===== src/hdl/iva_pkg.sv =====
`timescale 1ns / 1ps
`default_nettype none
package iva_pkg;
  localparam int unsigned DataW = 64;
  localparam int unsigned CntW  = 7;

  typedef enum logic [1:0] {
    OpAdd = 2'd0,
    OpSub = 2'd1,
    OpMul = 2'd2,
    OpMod = 2'd3
  } op_e;

  typedef enum logic [1:0] {
    RegOperation  = 2'd0,
    RegIsSigned   = 2'd1,
    RegWidthCode  = 2'd2,
    RegScalarMode = 2'd3
  } reg_e;

  typedef enum logic [2:0] {
    StIdle,
    StMul,
    StDiv,
    StOut
  } state_e;

  typedef struct packed {
    logic load;
    logic mul_step;
    logic div_step;
    logic finish;
    logic out_taken;
  } cmd_t;

  typedef struct packed {
    logic needs_mul;
    logic needs_div;
    logic iter_done;
  } stat_t;

  typedef struct packed {
    logic [1:0] operation;
    logic       is_signed;
    logic [1:0] width_code;
    logic [1:0] scalar_mode;
  } cfg_t;
endpackage
`default_nettype wire


===== src/hdl/iva_ctrl.sv =====
`timescale 1ns / 1ps
`default_nettype none
module iva_ctrl
  import iva_pkg::*;
(
  input  wire   clk_i,
  input  wire   rst_ni,
  input  wire   in_valid_i,
  output logic  in_ready_o,
  output logic  out_valid_o,
  input  wire   out_ready_i,
  input  stat_t stat_i,
  output cmd_t  cmd_o
);
  state_e state_q, state_d;

  always_ff @(posedge clk_i or negedge rst_ni) begin
    if (!rst_ni) state_q <= StIdle;
    else state_q <= state_d;
  end

  always_comb begin
    state_d = state_q;
    unique case (state_q)
      StIdle: begin
        if (in_valid_i) state_d = StMul;
      end
      StMul: begin
        if (stat_i.needs_div) state_d = StDiv;
        else if (!stat_i.needs_mul || stat_i.iter_done) state_d = StOut;
      end
      StDiv: begin
        if (stat_i.iter_done) state_d = StOut;
      end
      StOut: begin
        if (out_ready_i) state_d = StIdle;
      end
      default: state_d = StIdle;
    endcase
  end

  always_comb begin
    cmd_o = '0;
    in_ready_o = 1'b0;
    out_valid_o = 1'b0;
    unique case (state_q)
      StIdle: begin
        in_ready_o = 1'b1;
        cmd_o.load = in_valid_i;
      end
      StMul: begin
        cmd_o.mul_step = stat_i.needs_mul && !stat_i.needs_div && !stat_i.iter_done;
        cmd_o.finish = !stat_i.needs_div && (!stat_i.needs_mul || stat_i.iter_done);
      end
      StDiv: begin
        cmd_o.div_step = !stat_i.iter_done;
        cmd_o.finish = stat_i.iter_done;
      end
      StOut: begin
        out_valid_o = 1'b1;
        cmd_o.out_taken = out_ready_i;
      end
      default: ;
    endcase
  end
endmodule
`default_nettype wire


===== config.mk =====
export PLATFORM = sky130hd
export DESIGN_NAME = iva_ctrl
export DESIGN_NICKNAME = d
export VERILOG_FILES = /design/src/hdl/iva_pkg.sv /design/src/hdl/iva_ctrl.sv
export SDC_FILE = /design/constraint.sdc
export NUM_CORES = 1
export LEC_CHECK = 0
export BUFFER_PORTS_ARGS = -buffer_cell sky130_fd_sc_hd__buf_2
export CORE_AREA = 2 2 39 41
export DETAILED_ROUTE_END_ITERATION = 8
export DIE_AREA = 0 0 41 43
export PLACE_DENSITY = 0.51
export SLEW_MARGIN = 40
export SYNTH_ARGS = -nofsm -noshare
export SYNTH_HDL_FRONTEND = slang
export SYNTH_SLANG_ARGS = --single-unit
export TNS_END_PERCENT = 50

===== constraint.sdc =====
create_clock -name clk_i -period 1.65 [get_ports clk_i]
set_clock_uncertainty 0.1 [all_clocks]
set_input_delay 0.2475 -clock clk_i [delete_from_list [all_inputs] [get_ports clk_i]]
set_output_delay 0.2475 -clock clk_i [all_outputs]
set_load 0.02 [all_outputs]

; ---- Word level (Yosys, flattened, before mapping)
; Cells that the tools add are included.
[classes]
eq_ne = 7
n_mux = 13
reduce_logical = 9
[op_table]
columns = cell, count
row1 = 3-bit 2-to-1 mux, 5
row2 = 3-bit case mux with 4 select lines, 1
row3 = "3-bit by 2-bit equality test with 1-bit output, second input constant", 2
row4 = 1-bit 2-to-1 mux, 6
row5 = "2-bit != test, second input constant", 3
row6 = 4-bit AND reduction, 1
row7 = "3-bit by 1-bit equality test with 1-bit output, second input constant", 1
row8 = 1-bit logical AND, 3
row9 = 1-bit zero test, 3
row10 = 3-bit zero test, 1
row11 = "3-bit != test, second input constant", 1
row12 = 1-bit case mux with 2 select lines, 1
row13 = 1-bit logical OR, 1
[totals]
regBits = 3
wordCells = 30

; ---- Depth between registers and ports, before layout
; Gate-level depths: netlist of run 1.
[depth]
depth_word = 5
depth_mapped = 5

; ---- Worst setup path before layout of run 1
; Ideal clock, no wire load.
[synth_timing]
path_kind = register to register
start = register state_q[0]
end = register state_q[0]
setup_ns = 0.125
t_arrival_ns = 1.532
setup_slack_ns = -0.106
stages_incl_launch_ff = 6
synth_period_minus_slack_ns = 1.756
cell_sequence = dfrtp_1 > inv_1 > ha_1 > and2b_4 > a2111oi_4 > mux2_2
[synth_between]
elab_chain_len = 3
word_cells_on_any_way = 10
[synth_lines]
columns = element, line
row1 = from (decl), iva_ctrl.sv:15  ; state_e state_q, state_d;
row2 = from (signal assigned), iva_ctrl.sv:18  ; if (!rst_ni) state_q <= StIdle;
row3 = from (signal assigned), iva_ctrl.sv:19  ; else state_q <= state_d;
row4 = 3-bit by 1-bit equality test with 1-bit output (tied with other cells), iva_ctrl.sv:24  ; unique case (state_q)
row5 = 3-bit != test (no line) / 2-bit != test (equally long branches), -
row6 = 4-bit AND reduction (no line), -
; Several ways; a longest one is shown, not always the timed one.
; A chain may end at the register's enable or synchronous reset.

==> reports/metrics.csv, run 1 <==
metric,value,unit
placed cells,57,
Port Buffers,13,
Vias/cell,3.81,
Leak,0.235,nW
clock latency on the worst-skew pair,220,ps
Final GP Congestion,0.670,
Fmax,580,MHz
post-synth top area share,20.4,%
"Worst Path Class, Setup",reg2out,
Critical Path AT,1380,ps
io pins,14,
fin. max-slew vios,0,
Avg Inst Size Synth,10.2,sq um
worst setup path startpoint,state_q[0],
WP data required,1300,ps
RSZ-0062 raised after global routing,yes,
most area-consuming cells after synthesis,"dfrtp_1 20%, ha_1 20%, a2111oi_4 11%, mux2_2 9.2%, and2_1 7.7%",
Max-Cap Viols,0,
Core ar.,1380,sq um
Tcrit/Tclk final,104,%
layout cells sized above 1,76.6,%
final setup margin,-74.2,ps
Die W,41,um
# setup viols final,4,
# diodes,0,
clk sinks,2,
Die Y,43,um
Layout Nets,60,
Clock Path Buffers,2,
Overflow after GRT,0,
worst slew pin tran,332,ps
routed wire length,610,um
number of antenna violations at the first check in global routing,0,
clock slew at reported path FFs,30,ps
max_slew headroom,77.9,%
post-synthesis sequential area ratio,20.4,%
GRT Overall Usage,8.24,%
largest net degree at the start of global routing,5,
"worst slack, placed",-74.2,ps
Starting Density,17.7,%
CTS H-tree lvls,1,
total die area,1760,sq um
biggest regs,state_q x2,
syn_nets,35,
Synth warnings,0,
min Tclk post-route,1720,ps
Critical R2R Launch,state_q[0],
max reg flops,2,
Tot Pwr,0.950,mW
maximum vdd drop,0.00107,V
"Max FO, Critical Path",3,
PwrDens,1940,nW/um^2
global-route wire length before repair,966,um
# rows,14,
Iter 0 DRT Violations,2,
Layout Cells excl Fill,63,
drt first pass iters,2,
Mapped Area,245,sq um
Worst setup EP type,primary output,
Syn Inst Count,24,
root buf cell,clkbuf_4,
#FFs+latches synth,2,
post-route ant nets,0,
failing checks,setup timing,
"Hold Vio Cnt, Final",0,
post-synth top area cell,dfrtp_1,
P&R area growth vs syn,99.5,%
routed len/inst,9.68,um
class of the worst hold path,in2async,
outcome,finished with violations,
number of global-route vias before repair,244,
startpoint types,flop,
# DRC,0,
largest reg by FF count,state_q,
CTS tree,yes,
Num CTS Buffers,3,
Detailed Place HPWL,444,um
routed via count,240,
worst hold slack,247,ps
synth unique cells,15,
through the flow:
step | utilization, % | setup TNS, ps | cell area, sq um
after floorplan | - | -112 | 268
after global placement | 27.7 | -166 | 383
after detailed placement | 27.7 | -146 | 383
after CTS | 34.5 | -348 | 478
after global routing | 35.4 | -597 | 489
final | 35.4 | -241 | 489
layer usage:
layer  vias to the layer above  wire length, um  GRT usage (%)
li1                        127                -              -
met5                         -                0              0
met2                        12              301           13.8
met1                       101              253           9.35
met4                         0                0           4.00
met3                         0               55           1.57
cell usage in the layout (no fill, tap or decap), types with 2 or more instances in the layout:
cell / netlist / final
and2_1: 3 / 3
buf_4: 0 / 6
buf_2: 0 / 9
buf_6: 0 / 4
clkbuf_4: 0 / 3
inv_2: 0 / 2
mux2_4: 0 / 2
ha_4: 0 / 3
cell usage after synthesis:
cell type and count:
nor2_1 1, and2b_2 1, a21oi_1 1, and2b_4 1
mux2_2 2, nand2b_1 1, dfrtp_1 2, o21ai_0 1
ha_1 4, and2_1 3, nand2_1 1, inv_1 3
a2111oi_4 1, and4bb_4 1, nor2b_1 1
repair_timing:
action,CTS,global route
setup buffers,2,0
pin swaps,1,2
resized for setup,12,4
hold buffers,1,0
hold endpoints to repair,2,0
cloned,0,0
setup endpoints to repair,5,7
power breakdown:
part | total, mW | leakage (nW) | internal [mW] | switching, mW
logic | 0.728 | 0.199 | 0.418 | 0.309
registers | 0.114 | 0.0226 | 0.0806 | 0.0337
clock network | 0.108 | 0.0138 | 0.0802 | 0.0273
final cells by class:
type                    count  area, sq um
clock buffers               3         22.5
flip-flops and latches      2         51.3
multi-input cells          19          239
inverters                   3         11.3
well taps                  16         20.0
fillers                   143          895
repair buffers             20          145
critical path: stages, from the launching register on:
cell     delay [ps]
dfrtp_1         390
buf_4           150
ha_2            200
buf_4           140
and2_1          130
buf_4           150
path summary, 6_finish.rpt:
kind / endpoint / slack, ps / cells past startpoint
worst max-delay path: cmd_o[0] / -70 / 5
worst min-delay path: state_q[0] / 250 / 2
worst max register to register: state_q[1] / -70 / 5
worst min register to register: state_q[0] / 570 / 2
max in group asynchronous: state_q[1] / 1090 / 2
min in group clk_i: state_q[0] / 420 / 4
logic make-up after synthesis:
logic type	synth area share, %
flip-flops	20.4
adder cells (fa/ha/maj)	20.4
AO/OA/AOI/OAI	15.3
buffers and inverters	4.59
AND/OR/NAND/NOR	30.1
multiplexers	9.18
Power figures use the tool's default switching activity.
==> run 2, diff against run 1 <==
--- a/config.mk
+++ b/config.mk
@@ -5,6 +5,7 @@
 export SDC_FILE = /design/constraint.sdc
 export NUM_CORES = 1
 export LEC_CHECK = 0
+export ABC_AREA = 1
 export BUFFER_PORTS_ARGS = -buffer_cell sky130_fd_sc_hd__buf_2
 export CORE_AREA = 2 2 39 41
 export DETAILED_ROUTE_END_ITERATION = 8
==> reports/metrics.csv, run 2 <==
metric,value,unit,change
Detailed Place HPWL,445,um,was 444 um
Worst path depth,5,,unchanged
final setup margin,12.6,ps,was -74.2 ps
synth unique cells,12,,was 15
Iter 0 DRT Violations,1,,was 2
number of global-route vias before repair,248,,was 244
met2 Use GR,12.2,%,was 13.8%
Synth top cells by count,"9 x nand2_1, 7 x inv_1, 4 x ha_1, 4 x nand2_2",,"was 4 x ha_1, 3 x and2_1, 3 x inv_1"
clock latency on the worst-skew pair,220,ps,about the same
# setup viols final,0,,was 4
Tcrit/Tclk final,99.2,%,was 104%
io pins,14,,unchanged
# diodes,0,,unchanged
Clock Path Buffers,2,,unchanged
most used cells in the layout excluding fill and tap cells,"11 x buf_2, 8 x nand2_1, 5 x nand2_2, 5 x inv_1, 5 x buf_4",,"was 9 x buf_2, 6 x buf_4, 4 x buf_6"
clock slew at reported path FFs,30,ps,about the same
# rows,14,,unchanged
# DRC,0,,unchanged
root buf cell,clkbuf_4,,unchanged
Max-Cap Viols,0,,unchanged
met3 Resource Use GR,1.57,%,unchanged
"worst slack, placed",207,ps,was -74.2 ps
Vias/cell,3.88,,was 3.81
PwrDens,1820,nW/um^2,was 1940 nW/um^2
Avg Inst Size Synth,6.92,sq um,was 10.2 sq um
Tot Pwr,0.805,mW,was 0.950 mW
clk sinks,2,,unchanged
Starting Density,18.0,%,was 17.7%
largest net degree at the start of global routing,5,,unchanged
CTS H-tree lvls,1,,unchanged
startpoint types,flop,,unchanged
Overflow after GRT,0,,unchanged
largest reg by FF count,state_q,,unchanged
Layout Nets,70,,was 60
RSZ-0062 raised after global routing,yes,,unchanged
CP max stage delay,410,ps,was 390 ps
Leak,0.262,nW,was 0.235 nW
Die Y,43,um,unchanged
"commonest non-fill, non-tap cell in the layout",buf_2,,unchanged
Mapped Area,249,sq um,was 245 sq um
post-synthesis sequential area ratio,20.1,%,was 20.4%
Worst setup EP type,primary output,,unchanged
max reg flops,2,,unchanged
most area-consuming cells after synthesis,"dfrtp_1 20%, ha_1 20%, nand2_1 14%, inv_1 11%, nand2_2 10%",,"was dfrtp_1 20%, ha_1 20%, a2111oi_4 11%, mux2_2 9.2%, and2_1 7.7%"
top-count cell post-synth,nand2_1,,was ha_1
WP data required,1300,ps,about the same
CTS tree,yes,,unchanged
syn_nets,47,,was 35
drt first pass iters,2,,unchanged
Async SR Flop Fraction,100,%,unchanged
post-synth top area cell,dfrtp_1,,unchanged
GR peak layer,met2,,unchanged
post-route ant nets,0,,unchanged
biggest regs,state_q x2,,unchanged
Die W,41,um,unchanged
"Max FO, Critical Path",4,,was 3
GRT met1 Usage,6.43,%,was 9.35%
CP top delay family,flip-flops,,was buffers and inverters
maximum vdd drop,0.000592,V,was 0.00107 V
GRT Overall Usage,6.83,%,was 8.24%
Port Buffers,13,,unchanged
routed wire length,625,um,was 610 um
min Tclk post-route,1640,ps,was 1720 ps
fin. max-slew vios,0,,unchanged
global-route wire length before repair,814,um,was 966 um
class of the worst hold path,in2async,,unchanged
worst slew pin tran,161,ps,was 332 ps
Syn Inst Count,36,,was 24
top_reg_cell synth,dfrtp_1,,unchanged
Core ar.,1380,sq um,unchanged
max_slew headroom,89.3,%,was 77.9%
total die area,1760,sq um,unchanged
CP Cell Sequence,inv_2 -> ha_2 -> nand2_2 -> nor2_4 -> buf_6,,was buf_4 -> ha_2 -> buf_4 -> and2_1 -> buf_4
WP buf/inv,2,,was 3
"Hold Vio Cnt, Final",0,,unchanged
Post-synth EDFFs,0,,unchanged
P&R area growth vs syn,77.4,%,was 99.5%
#FFs+latches synth,2,,unchanged
CP max-delay cell,dfrtp_1,,unchanged
Critical Path AT,1290,ps,was 1380 ps
number of antenna violations at the first check in global routing,0,,unchanged
Num CTS Buffers,3,,unchanged
"Worst Path Class, Setup",reg2out,,unchanged
post-synth top area share,20.1,%,was 20.4%
outcome,finished clean,,was finished with violations
routed len/inst,8.56,um,was 9.68 um
Fmax,611,MHz,was 580 MHz
Synth warnings,0,,unchanged
routed via count,283,,was 240
Final GP Congestion,0.775,,was 0.670
R2R depth,6,,was 5
layout cells sized above 1,64.9,%,was 76.6%
-- run 2: cell types whose count changed after synthesis, moves of 2 or more --
cell	before	now
nand2_2	0	4
and2_1	3	0
o21bai_1	0	2
nand2_1	1	9
mux2_2	2	0
inv_1	3	7
inv_2	0	2
-- run 2: layout make-up --
| cell class | count | area, sq um |
|---|---|---|
| inverters | 9 | 33.8 |
| fillers | 155 | 942 |
| multi-input cells | 25 | 201 |
| flip-flops and latches | 2 | 50.0 |
| well taps | 16 | 20.0 |
| clock buffers | 3 | 22.5 |
| repair buffers | 18 | 114 |
-- run 2: logic make-up (layout without fill, tap and decap cells) --
group / Yosys count / after routing / share of synthesized area [%]
buffers and inverters: 9 / 30 / 13.6
AOI/OAI and AO/OA: 4 / 4 / 10.0
adders and majority gates: 4 / 4 / 20.1
and+or+nand+nor: 17 / 17 / 36.2
DFF: 2 / 2 / 20.1
-- run 2: what timing repair did --
item	in CTS	in global routing
endpoints found under the setup margin	1	3
resized for setup	1	11
setup buffers	2	2
pin swaps	0	3
endpoints found under the hold margin	2	0
hold buffers	1	0
-- run 2: final timing paths --
kind,startpoint,to,slack [ps]
max,state_q[1],cmd_o[3],10
min,rst_ni,state_q[1],250
max in group asynchronous,rst_ni,state_q[0],1110
max reg2reg,state_q[1],state_q[0],310
min in group clk_i,out_ready_i,state_q[1],370
min reg2reg,state_q[1],state_q[1],620
-- run 2: where the power goes --
| group | internal (mW) | switching [mW] |
|---|---|---|
| combinational | 0.276 | 0.321 |
| sequential | 0.0773 | 0.0274 |
| clock | 0.0799 | 0.0236 |
| total | 0.434 | 0.372 |
-- run 2: per-layer routing --
layer / vias up / wire (um)
li1: 149 / -
met2: 7 / 358
met4: 0 / 0
met3: 0 / 33
met5: - / 0
met1: 127 / 233
-- run 2: worst register-to-register path, stage by stage (launching register included) --
cell and delay [ps]:
dfrtp_1 410, buf_4 150, ha_2 180, nand2_1 80, nand3_2 100, o21bai_1 140
nand2_1 60
-- run 2: through the flow --
step                      cell area, sq um  utilization (%)  cells  setup TNS [ps]  hold slack (ps)
after floorplan                        249                -     36               0             -148
after global placement                 334             24.1     65               0            -67.4
after detailed placement               334             24.1     65               0            -65.6
after CTS                              384             27.8     71               0              232
after global routing                   442             31.9     73           -72.1              262
final                                  442             31.9     73               0              247
