**config.mk**
```make
export PLATFORM = sky130hd
export DESIGN_NAME = iva_datapath
export DESIGN_NICKNAME = d
export VERILOG_FILES = /design/src/hdl/iva_pkg.sv /design/src/hdl/iva_datapath.sv
export SDC_FILE = /design/constraint.sdc
export NUM_CORES = 2
export LEC_CHECK = 0
export BUFFER_PORTS_ARGS = -buffer_cell sky130_fd_sc_hd__buf_2
export CAP_MARGIN = 5
export CORE_MARGIN = 2
export CORE_UTILIZATION = 34
export DETAILED_ROUTE_END_ITERATION = 16
export PLACE_DENSITY = 0.57
export SLEW_MARGIN = 20
export SYNTH_ARGS = -nofsm -noshare
export SYNTH_HDL_FRONTEND = slang
export SYNTH_SLANG_ARGS = --single-unit
```
**constraint.sdc**
```tcl
create_clock -name clk_i -period 7 [get_ports clk_i]
set_input_delay 0.35 -clock clk_i [delete_from_list [all_inputs] [get_ports clk_i]]
set_output_delay 0.35 -clock clk_i [all_outputs]
set_load 0.1 [all_outputs]
```
**src/hdl/iva_pkg.sv**
```systemverilog
`timescale 1ns / 1ps
`default_nettype none
package iva_pkg;
  localparam int unsigned DataW = 64;
  localparam int unsigned CntW  = 7;

  typedef enum logic [1:0] {
    OpAdd = 2'd0,
    OpSub = 2'd1,
    OpMul = 2'd2,
    OpMod = 2'd3
  } op_e;

  typedef enum logic [1:0] {
    RegOperation  = 2'd0,
    RegIsSigned   = 2'd1,
    RegWidthCode  = 2'd2,
    RegScalarMode = 2'd3
  } reg_e;

  typedef enum logic [2:0] {
    StIdle,
    StMul,
    StDiv,
    StOut
  } state_e;

  typedef struct packed {
    logic load;
    logic mul_step;
    logic div_step;
    logic finish;
    logic out_taken;
  } cmd_t;

  typedef struct packed {
    logic needs_mul;
    logic needs_div;
    logic iter_done;
  } stat_t;

  typedef struct packed {
    logic [1:0] operation;
    logic       is_signed;
    logic [1:0] width_code;
    logic [1:0] scalar_mode;
  } cfg_t;
endpackage
`default_nettype wire

```
**src/hdl/iva_datapath.sv**
```systemverilog
`timescale 1ns / 1ps
`default_nettype none
module iva_datapath
  import iva_pkg::*;
(
  input  wire               clk_i,
  input  wire               rst_ni,
  input  cfg_t              cfg_i,
  input  cmd_t              cmd_i,
  input  wire [DataW-1:0]   left_i,
  input  wire [DataW-1:0]   right_i,
  input  wire               null_i,
  input  wire               last_i,
  output stat_t             stat_o,
  output logic [DataW-1:0]  result_o,
  output logic              written_o,
  output logic [1:0]        status_o,
  output logic              last_o
);
  logic [DataW-1:0] mask_q, sb_q, a_q, b_q, am_q, bm_q, hold_q;
  logic [DataW-1:0] res_q, res_d;
  logic [1:0]       op_q;
  logic             sgn_q, an_q, bn_q, null_q, last_q, first_q;
  logic             ovf_q, dz_q, written_q;
  logic [CntW-1:0]  cnt_q;
  // Multiply: 64 shift-add steps into a 128-bit product.
  logic [2*DataW-1:0] prod_q;
  logic [DataW-1:0]   mplier_q;
  // Modulo: restoring division, one quotient bit per step.
  logic [DataW:0]     rem_q;
  logic [DataW-1:0]   dvd_q;

  logic [DataW-1:0] mask_d, sb_d, ain, bin, a_m, b_m, ax, bx;
  logic             an, bn, ovf_d, dz_d, wr_d;
  logic [DataW:0]   rem_sh, rem_sub;
  logic [DataW-1:0] lim;
  logic [DataW-1:0] scal;

  always_comb begin
    unique case (cfg_i.width_code)
      2'd0: mask_d = 64'h0000_0000_0000_00FF;
      2'd1: mask_d = 64'h0000_0000_0000_FFFF;
      2'd2: mask_d = 64'h0000_0000_FFFF_FFFF;
      default: mask_d = '1;
    endcase
    sb_d = mask_d ^ (mask_d >> 1);
    scal = first_q ? (cfg_i.scalar_mode[0] ? left_i : right_i) : hold_q;
    ain = cfg_i.scalar_mode[0] ? scal : left_i;
    bin = (!cfg_i.scalar_mode[0] && cfg_i.scalar_mode[1]) ? scal : right_i;
    ain = ain & mask_d;
    bin = bin & mask_d;
    an = cfg_i.is_signed && |(ain & sb_d);
    bn = cfg_i.is_signed && |(bin & sb_d);
    ax = an ? (ain | ~mask_d) : ain;
    bx = bn ? (bin | ~mask_d) : bin;
    a_m = an ? (~ax + 64'd1) : ax;
    b_m = bn ? (~bx + 64'd1) : bx;
  end

  assign rem_sh  = {rem_q[DataW-1:0], dvd_q[DataW-1]};
  assign rem_sub = rem_sh - {1'b0, bm_q};

  always_comb begin
    if (!sgn_q) lim = mask_q;
    else if (an_q != bn_q) lim = (mask_q >> 1) + 64'd1;
    else lim = mask_q >> 1;
  end

  assign stat_o.needs_mul = (op_q == OpMul) && !null_q;
  assign stat_o.needs_div = (op_q == OpMod) && !null_q && (b_q != '0) && !cmd_i.div_step
                            && (cnt_q == '0) && !rem_q[DataW];
  assign stat_o.iter_done = cnt_q == CntW'(DataW);

  always_comb begin
    res_d = '0;
    ovf_d = 1'b0;
    dz_d = 1'b0;
    wr_d = !null_q;
    unique case (op_q)
      OpAdd: begin
        res_d = (a_q + b_q) & mask_q;
        ovf_d = sgn_q ? |((res_d ^ a_q) & (res_d ^ b_q) & sb_q) : (res_d < a_q);
      end
      OpSub: begin
        res_d = (a_q - b_q) & mask_q;
        ovf_d = sgn_q ? |((a_q ^ b_q) & (res_d ^ a_q) & sb_q) : (a_q < b_q);
      end
      OpMul: begin
        res_d = (an_q != bn_q) ? ((~prod_q[DataW-1:0] + 64'd1) & mask_q)
                               : (prod_q[DataW-1:0] & mask_q);
        ovf_d = (prod_q[2*DataW-1:DataW] != '0) || (prod_q[DataW-1:0] > lim);
      end
      OpMod: begin
        if (b_q == '0) begin
          wr_d = 1'b0;
          dz_d = 1'b1;
        end else begin
          res_d = (an_q ? (~rem_q[DataW-1:0] + 64'd1) : rem_q[DataW-1:0]) & mask_q;
        end
      end
      default: ;
    endcase
    if (null_q) begin
      ovf_d = 1'b0;
      dz_d = 1'b0;
    end
  end

  always_ff @(posedge clk_i) begin
    if (cmd_i.load) begin
      hold_q <= scal;
      mask_q <= mask_d;
      sb_q <= sb_d;
      a_q <= ain;
      b_q <= bin;
      am_q <= a_m;
      bm_q <= b_m;
      an_q <= an;
      bn_q <= bn;
      sgn_q <= cfg_i.is_signed;
      op_q <= cfg_i.operation;
      null_q <= null_i;
      last_q <= last_i;
      prod_q <= '0;
      mplier_q <= b_m;
      rem_q <= '0;
      dvd_q <= a_m;
    end
    if (cmd_i.mul_step) begin
      prod_q <= prod_q + (mplier_q[DataW-1] ? ({{DataW{1'b0}}, am_q} << (DataW - 1 - cnt_q))
                                            : '0);
      mplier_q <= mplier_q << 1;
    end
    if (cmd_i.div_step) begin
      rem_q <= rem_sub[DataW] ? rem_sh : rem_sub;
      dvd_q <= dvd_q << 1;
    end
    if (cmd_i.finish) begin
      res_q <= wr_d ? res_d : '0;
      written_q <= wr_d;
    end
  end

  always_ff @(posedge clk_i or negedge rst_ni) begin
    if (!rst_ni) begin
      cnt_q <= '0;
      first_q <= 1'b1;
      ovf_q <= 1'b0;
      dz_q <= 1'b0;
    end else begin
      if (cmd_i.load) begin
        cnt_q <= '0;
        first_q <= 1'b0;
      end else if (cmd_i.mul_step || cmd_i.div_step) begin
        cnt_q <= cnt_q + CntW'(1);
      end
      if (cmd_i.finish) begin
        ovf_q <= ovf_q | ovf_d;
        dz_q <= dz_q | dz_d;
      end
      if (cmd_i.out_taken && last_q) begin
        ovf_q <= 1'b0;
        dz_q <= 1'b0;
        first_q <= 1'b1;
      end
    end
  end

  assign result_o = res_q;
  assign written_o = written_q;
  assign status_o = dz_q ? 2'd2 : (ovf_q ? 2'd1 : 2'd0);
  assign last_o = last_q;
endmodule
`default_nettype wire

```
# Word level (Yosys, flattened, before mapping)
# Cells that the tools add are included.
[op_classes] add_sub_neg=11 magnitude_cmp=3 n_eq_ne=7 shifts=1 muxes=44 n_bitwise=27 reduce_logical=31
[ops] operator="2-to-1 mux 64 bit" count=17
[ops] operator="bitwise AND 64 bit" count=13
[ops] operator="2-to-1 mux 128 bit" count=3
[ops] operator="NOT 64 bit" count=5
[ops] operator="adder 64 x 1 -> 64 bit, second input constant" count=4
[ops] operator="one-hot mux 64 bit (4 select lines)" count=1
[ops] operator="OR reduction 64 bit" count=4
[ops] operator="XOR 64 bit" count=4
[ops] operator="2-to-1 mux 65 bit" count=3
[ops] operator="one-hot mux 64 bit (3 select lines)" count=1
[ops] operator="adder 128 bit" count=1
[ops] operator="less-than comparator 64 bit" count=2
[ops] operator="OR 64 bit" count=2
[ops] operator="nonzero test 64 bit" count=2
[ops] operator="left shift 64 x 32 -> 128 bit" count=1
[ops] operator="subtractor 65 x 64 -> 65 bit" count=1
[ops] operator="adder 63 x 1 -> 64 bit, second input constant" count=1
[ops] operator="adder 64 bit" count=1
[ops] operator="greater-than comparator 64 bit" count=1
[ops] operator="logical NOT 64 bit" count=1
[ops] operator="subtractor 64 bit" count=1
[ops] operator="XOR 64 x 63 -> 64 bit" count=1
[ops] operator="2-to-1 mux 1 bit" count=15
[ops] operator="2-to-1 mux 7 bit" count=2
[ops] operator="15 further kinds" count=37
[word_totals] reg_bits=851 out_inout_bits=71 elab_cells=149

# Longest topological paths before layout
[logic_depth] ltp_word=13 depth_mapped=28 depth_no_buf=28

# Worst setup path before layout
# Ideal clock, no wire load.
[synth_path] kind="reg-to-reg" startpoint="register cnt_q[0]" endpoint="register prod_q[122] (data pin)" t_arrival_ns=5.567 setup_slack_ns=1.167 path_stages_with_launch=26 path_buffers=4 synth_period_minus_slack_ns=5.833 path_cell_list="dfrtp_1 buf_1 buf_1 clkbuf_1 nand2_1 o21ai_0 nor2_1 a211o_1 inv_1 nand2_1 o21ai_0 o211ai_1 a22oi_1 ha_1 clkbuf_1 nand4_1 or4b_2 nor3_1 o311ai_0 o211ai_1 a2111oi_0 o31ai_1 a21boi_0 o211ai_1 xnor2_1 nor2_1"
[synth_via] elab_chain_cells=5
[synth_lines] element="start, declared" line="iva_datapath.sv:25" rtl="logic [CntW-1:0] cnt_q;"
[synth_lines] element="start signal, assigned" line="iva_datapath.sv:155" rtl="cnt_q <= cnt_q + CntW'(1);"
[synth_lines] element="subtractor 6 x 7 -> 8 bit" line="iva_datapath.sv:130" rtl="prod_q <= prod_q + (mplier_q[DataW-1] ? ({{DataW{1'b0}}, am_q} << (DataW - 1 - cnt_q))"
[synth_lines] element="left shift 64 x 32 -> 128 bit" line="iva_datapath.sv:130"
[synth_lines] element="2-to-1 mux 128 bit" line="iva_datapath.sv:130"
[synth_lines] element="adder 128 bit" line="iva_datapath.sv:130"
[synth_lines] element="2-to-1 mux 128 bit" line="iva_datapath.sv:129" rtl="if (cmd_i.mul_step) begin"
[synth_lines] element="end signal, assigned" line="iva_datapath.sv:130"
[synth_lines] element="end, declared" line="iva_datapath.sv:27" rtl="logic [2*DataW-1:0] prod_q;"
# Every way passes these cells.
# A chain may end at the register's enable or synchronous reset.

# Worst setup path after layout
[layout_path] startpoint="register cnt_q[0]" endpoint="register prod_q[114] (data pin)"
# Same word-level chain as after synthesis.

==> impl_metrics.tcl <==
set metrics [dict create \
    initial_core_util 0.342 \
    ys_seq_area_frac 0.331 \
    fin_crit_sh 0.961 \
    path_common_cell "mux2i_1" \
    final_util 0.384 \
    num_rows 161 \
    finalClockSkew_ns 0.0513 \
    cts.sinks 727 \
    io_buffers 214 \
    gp_congestion 1.01 \
    p_int_uw 11800 \
    grt_use_total 0.294 \
    worst-slew-pin-transition_ns 1.31 \
    drtAntennaViolNets 0 \
    fillers 19504 \
    fp.dieW_um 444 \
    cp_cell_sequence "buf_12 > mux4_2 > nand2b_1 > mux2i_1 > mux2i_1 > mux2i_1 > nor2_1 > a211oi_1 > ha_1 > a21oi_1 > o2111ai_1 > a211oi_1 > o31ai_1 > nand2_1 > o211ai_1 > buf_4 > a2111oi_1 > o31ai_1 > a21boi_0 > o21ai_0 > xnor2_1 > nor2_1" \
    synth_xor_area_frac 0.0669 \
    worstPathArrival_ns 7.19 \
    synth_simple_gate_area_frac 0.184 \
    drv_slew 0 \
    fp.coreArea_um2 192000 \
    cts_tree "built" \
    post-route-min-period_ns 6.73 \
    syn_nets 8262 \
    grt_max_degree 152 \
    netlist_area_um2 65800 \
    io_pins 215 \
    rsz0062_at_grt "no" \
    drive_gt1_frac 0.0933 \
    syn_area_per_cell_um2 8.60 \
    combPwrFrac 0.442 \
    path_buf_inv 2 \
    synth_edf_count 715 \
    cts_root_buf "clkbuf_16" \
    vias_per_cell 6.10 \
    fin_setup_tns_ns 0 \
    finalSetupViolCount 0 \
    synthMuxAreaShare 0.0720 \
    status "finished, final reports clean" \
    synthTopCellsByCount "nor2_1, edfxtp_1, a21oi_1, nand2_1, ha_1" \
    timing.fmax_mhz 149 \
    dpl.hpwl_um 243000 \
    worstPathRequired_ns 7.46 \
    grt_antenna_before_repair 27 \
    hold_viol 0 \
    dr.pass1.iters 7 \
    vdd_drop_max_mv 0.180 \
    max_stage_delay_ns 0.81 \
    cts.htree.levels 3 \
    drc 0 \
    clockBufferDepth 3 \
    grt_pass1_wl_um 424000 \
    synth_top_area_cell "edfxtp_1" \
    yosys_warnings 0 \
    grt_pass1_vias 57711 \
    hold_path_class "in -> reg" \
    postCtsSetupBuffers 0 \
    crit_family "compound AO/OA/AOI/OAI gates" \
    ys_ff_latch 727 \
    insertion_delay_ns 0.77 \
    maxSlewHeadroom 0.126 \
    die_area_um2 197000 \
    syn_inst 7657 \
    cap_viol_max_count 0 \
    powerDensity_nw_per_um2 283 \
    leakagePower_uw 0.0298 \
    totalWireLength_um 301000 \
    die_h_um 444 \
    ys_types 106 \
    synthAdderAreaFrac 0.0881 \
    critical_path_class "reg -> reg" \
    crit_fanout 30 \
    rrSetupSlack_ns 0.27 \
    synthFlopType "edfxtp_1" \
    area_growth_pct 12.1 \
    power.switching_uw 9070 \
    drt_first_iter_violations 8235 \
    yosysMostFrequentCell "nor2_1" \
    synthArstFlopShare 0.0138 \
    synth_top_family_by_area "compound AO/OA/AOI/OAI gates" \
    routedWlPerCell_um 29.0 \
    synth_area_leaders "edfxtp_1, ha_1, nor2_1, a21oi_1, mux2i_1" \
    slowest_stage "a2111oi_1" \
    clkTransAtPathRegs_ns 0.07 \
    multi_input_area_um2 40900 \
    cts_inserted_buffers 88 \
    via_count 63249 \
    synth-compound-area-share 0.209 \
    seqPwrFrac 0.312 \
    p_sw_frac 0.434 \
    crit_path_end_kind "register" \
    synth_top_area_share 0.326 \
    pwr-share-clk 0.246 \
    gr-total-overflow 0 \
    critical_path.startpoint_type "register" \
    fin_nets 8378 \
    seqCellArea_um2 21800 \
]
-- worst paths after layout --
path                                           from                         to  cells after the start
hold reg to reg            mplier_q[0]$_SDFFE_PP0P_   mplier_q[0]$_SDFFE_PP0P_                      2
max in group asynchronous                    rst_ni       cnt_q[3]$_DFFE_PN0P_                      2
setup / recovery               cnt_q[0]$_DFFE_PN0P_  prod_q[114]$_SDFFCE_PN0P_                     22
hold / removal                           left_i[14]       hold_q[14]$_DFFE_PP_                      3
setup reg to reg               cnt_q[0]$_DFFE_PN0P_  prod_q[114]$_SDFFCE_PN0P_                     22
min in group asynchronous                    rst_ni          ovf_q$_DFFE_PN0P_                      2
-- flip-flops by register name (all words and copies together), names as in the netlist, 64 cells and up --
signal    flops
prod_q      128
rem_q        65
a_q          64
b_q          64
dvd_q        64
hold_q       64
mplier_q     64
result_o     64
-- power groups by stage --
stage	clock network (uW)	registers (uW)	logic (uW)
3_3_place_gp	0	6560	8920
2_1_floorplan	0	6390	5870
4_1_cts	5220	6480	9000
6_report	5150	6540	9240
3_5_place_dp	0	6570	8930
5_1_grt	5370	6570	9890
-- layout make-up --
cell class              instances  share of cell area
diodes                          5            0.000169
clock buffers                  98              0.0306
clock inverters                65              0.0123
inverters                     406              0.0207
multi-input cells            6079               0.554
flip-flops and latches        727               0.295
well taps                    2526              0.0428
repair buffers                471              0.0441
-- cell families (layout without fill, tap and decap cells) --
| family | count (synthesis) | in the layout |
|---|---|---|
| simple gates | 2586 | 2586 |
| mux | 395 | 395 |
| fa+ha+maj | 461 | 461 |
| xor+xnor | 501 | 501 |
| buf+inv | 851 | 1040 |
| flops | 727 | 727 |
| other cells | 0 | 5 |
| compound gates | 2136 | 2136 |
-- worst register-to-register path, cell delays in order (launching register included) --
cell and delay [ns]:
dfrtp_4 0.58, buf_12 0.22, mux4_2 0.35, nand2b_1 0.08, mux2i_1 0.25, mux2i_1 0.18
mux2i_1 0.43, nor2_1 0.09, a211oi_1 0.50, ha_1 0.42, a21oi_1 0.31, o2111ai_1 0.22
a211oi_1 0.24, o31ai_1 0.13, nand2_1 0.07, o211ai_1 0.09, buf_4 0.20, a2111oi_1 0.82
o31ai_1 0.22, a21boi_0 0.55, o21ai_0 0.23, xnor2_1 0.18, nor2_1 0.06
-- layout by cell type (no fill, tap or decap), types with 22 or more instances in the layout --
cell / n
o41ai_1: 22
clkinv_1: 23
clkbuf_16: 89
edfxtp_1: 715
nor3_1: 130
o31ai_1: 92
and2_1: 63
xor2_1: 211
a21boi_0: 28
or3_1: 60
nand2b_1: 136
a22oi_1: 23
o21a_1: 60
a21o_1: 131
a22o_1: 131
nor4_1: 99
or2_2: 26
buf_4: 193
o21bai_1: 99
mux4_2: 60
a21oi_1: 707
o21ai_0: 348
xnor2_1: 287
nand2_1: 649
o211ai_1: 42
nor2b_1: 72
a211oi_1: 86
nand3_1: 103
mux2i_1: 314
o22ai_1: 73
nor2_1: 959
and3_1: 42
ha_1: 457
inv_1: 392
dlygate4sd3_1: 60
a31oi_1: 73
nand4_1: 140
buf_2: 210
-- routing by layer --
| metal | track usage | wire length, um | share of wire | up-vias |
|---|---|---|---|---|
| li1 | - | - | - | 28327 |
| met1 | 0.453 | 140000 | 0.47 | 31058 |
| met2 | 0.407 | 120000 | 0.40 | 3461 |
| met3 | 0.0514 | 30100 | 0.10 | 391 |
| met4 | 0.0978 | 10700 | 0.036 | 12 |
| met5 | 0 | 80 | 0.00027 | - |
-- metrics by stage --
step           instances  hold slack [ns]  area [um2]  worst slack [ns]  total power, uW
6_report           10377           0.0479       73800             0.271            20900
5_1_grt            10373           0.0469       73800            0.0357            21800
4_1_cts            10372         0.000578       73800             0.451            20700
3_5_place_dp       10149            0.402       70000             0.526            15500
3_3_place_gp       10149            0.405       70000             0.255            15500
2_1_floorplan       7657           0.0544       65800              1.17            12300
-- repair_timing --
item	CTS	global route
hold buffers	60	0
setup endpoints to repair	0	2
endpoints found under the hold margin	54	0
gates resized for setup	0	1
Note: power is estimated with default switching activity, not from simulation.
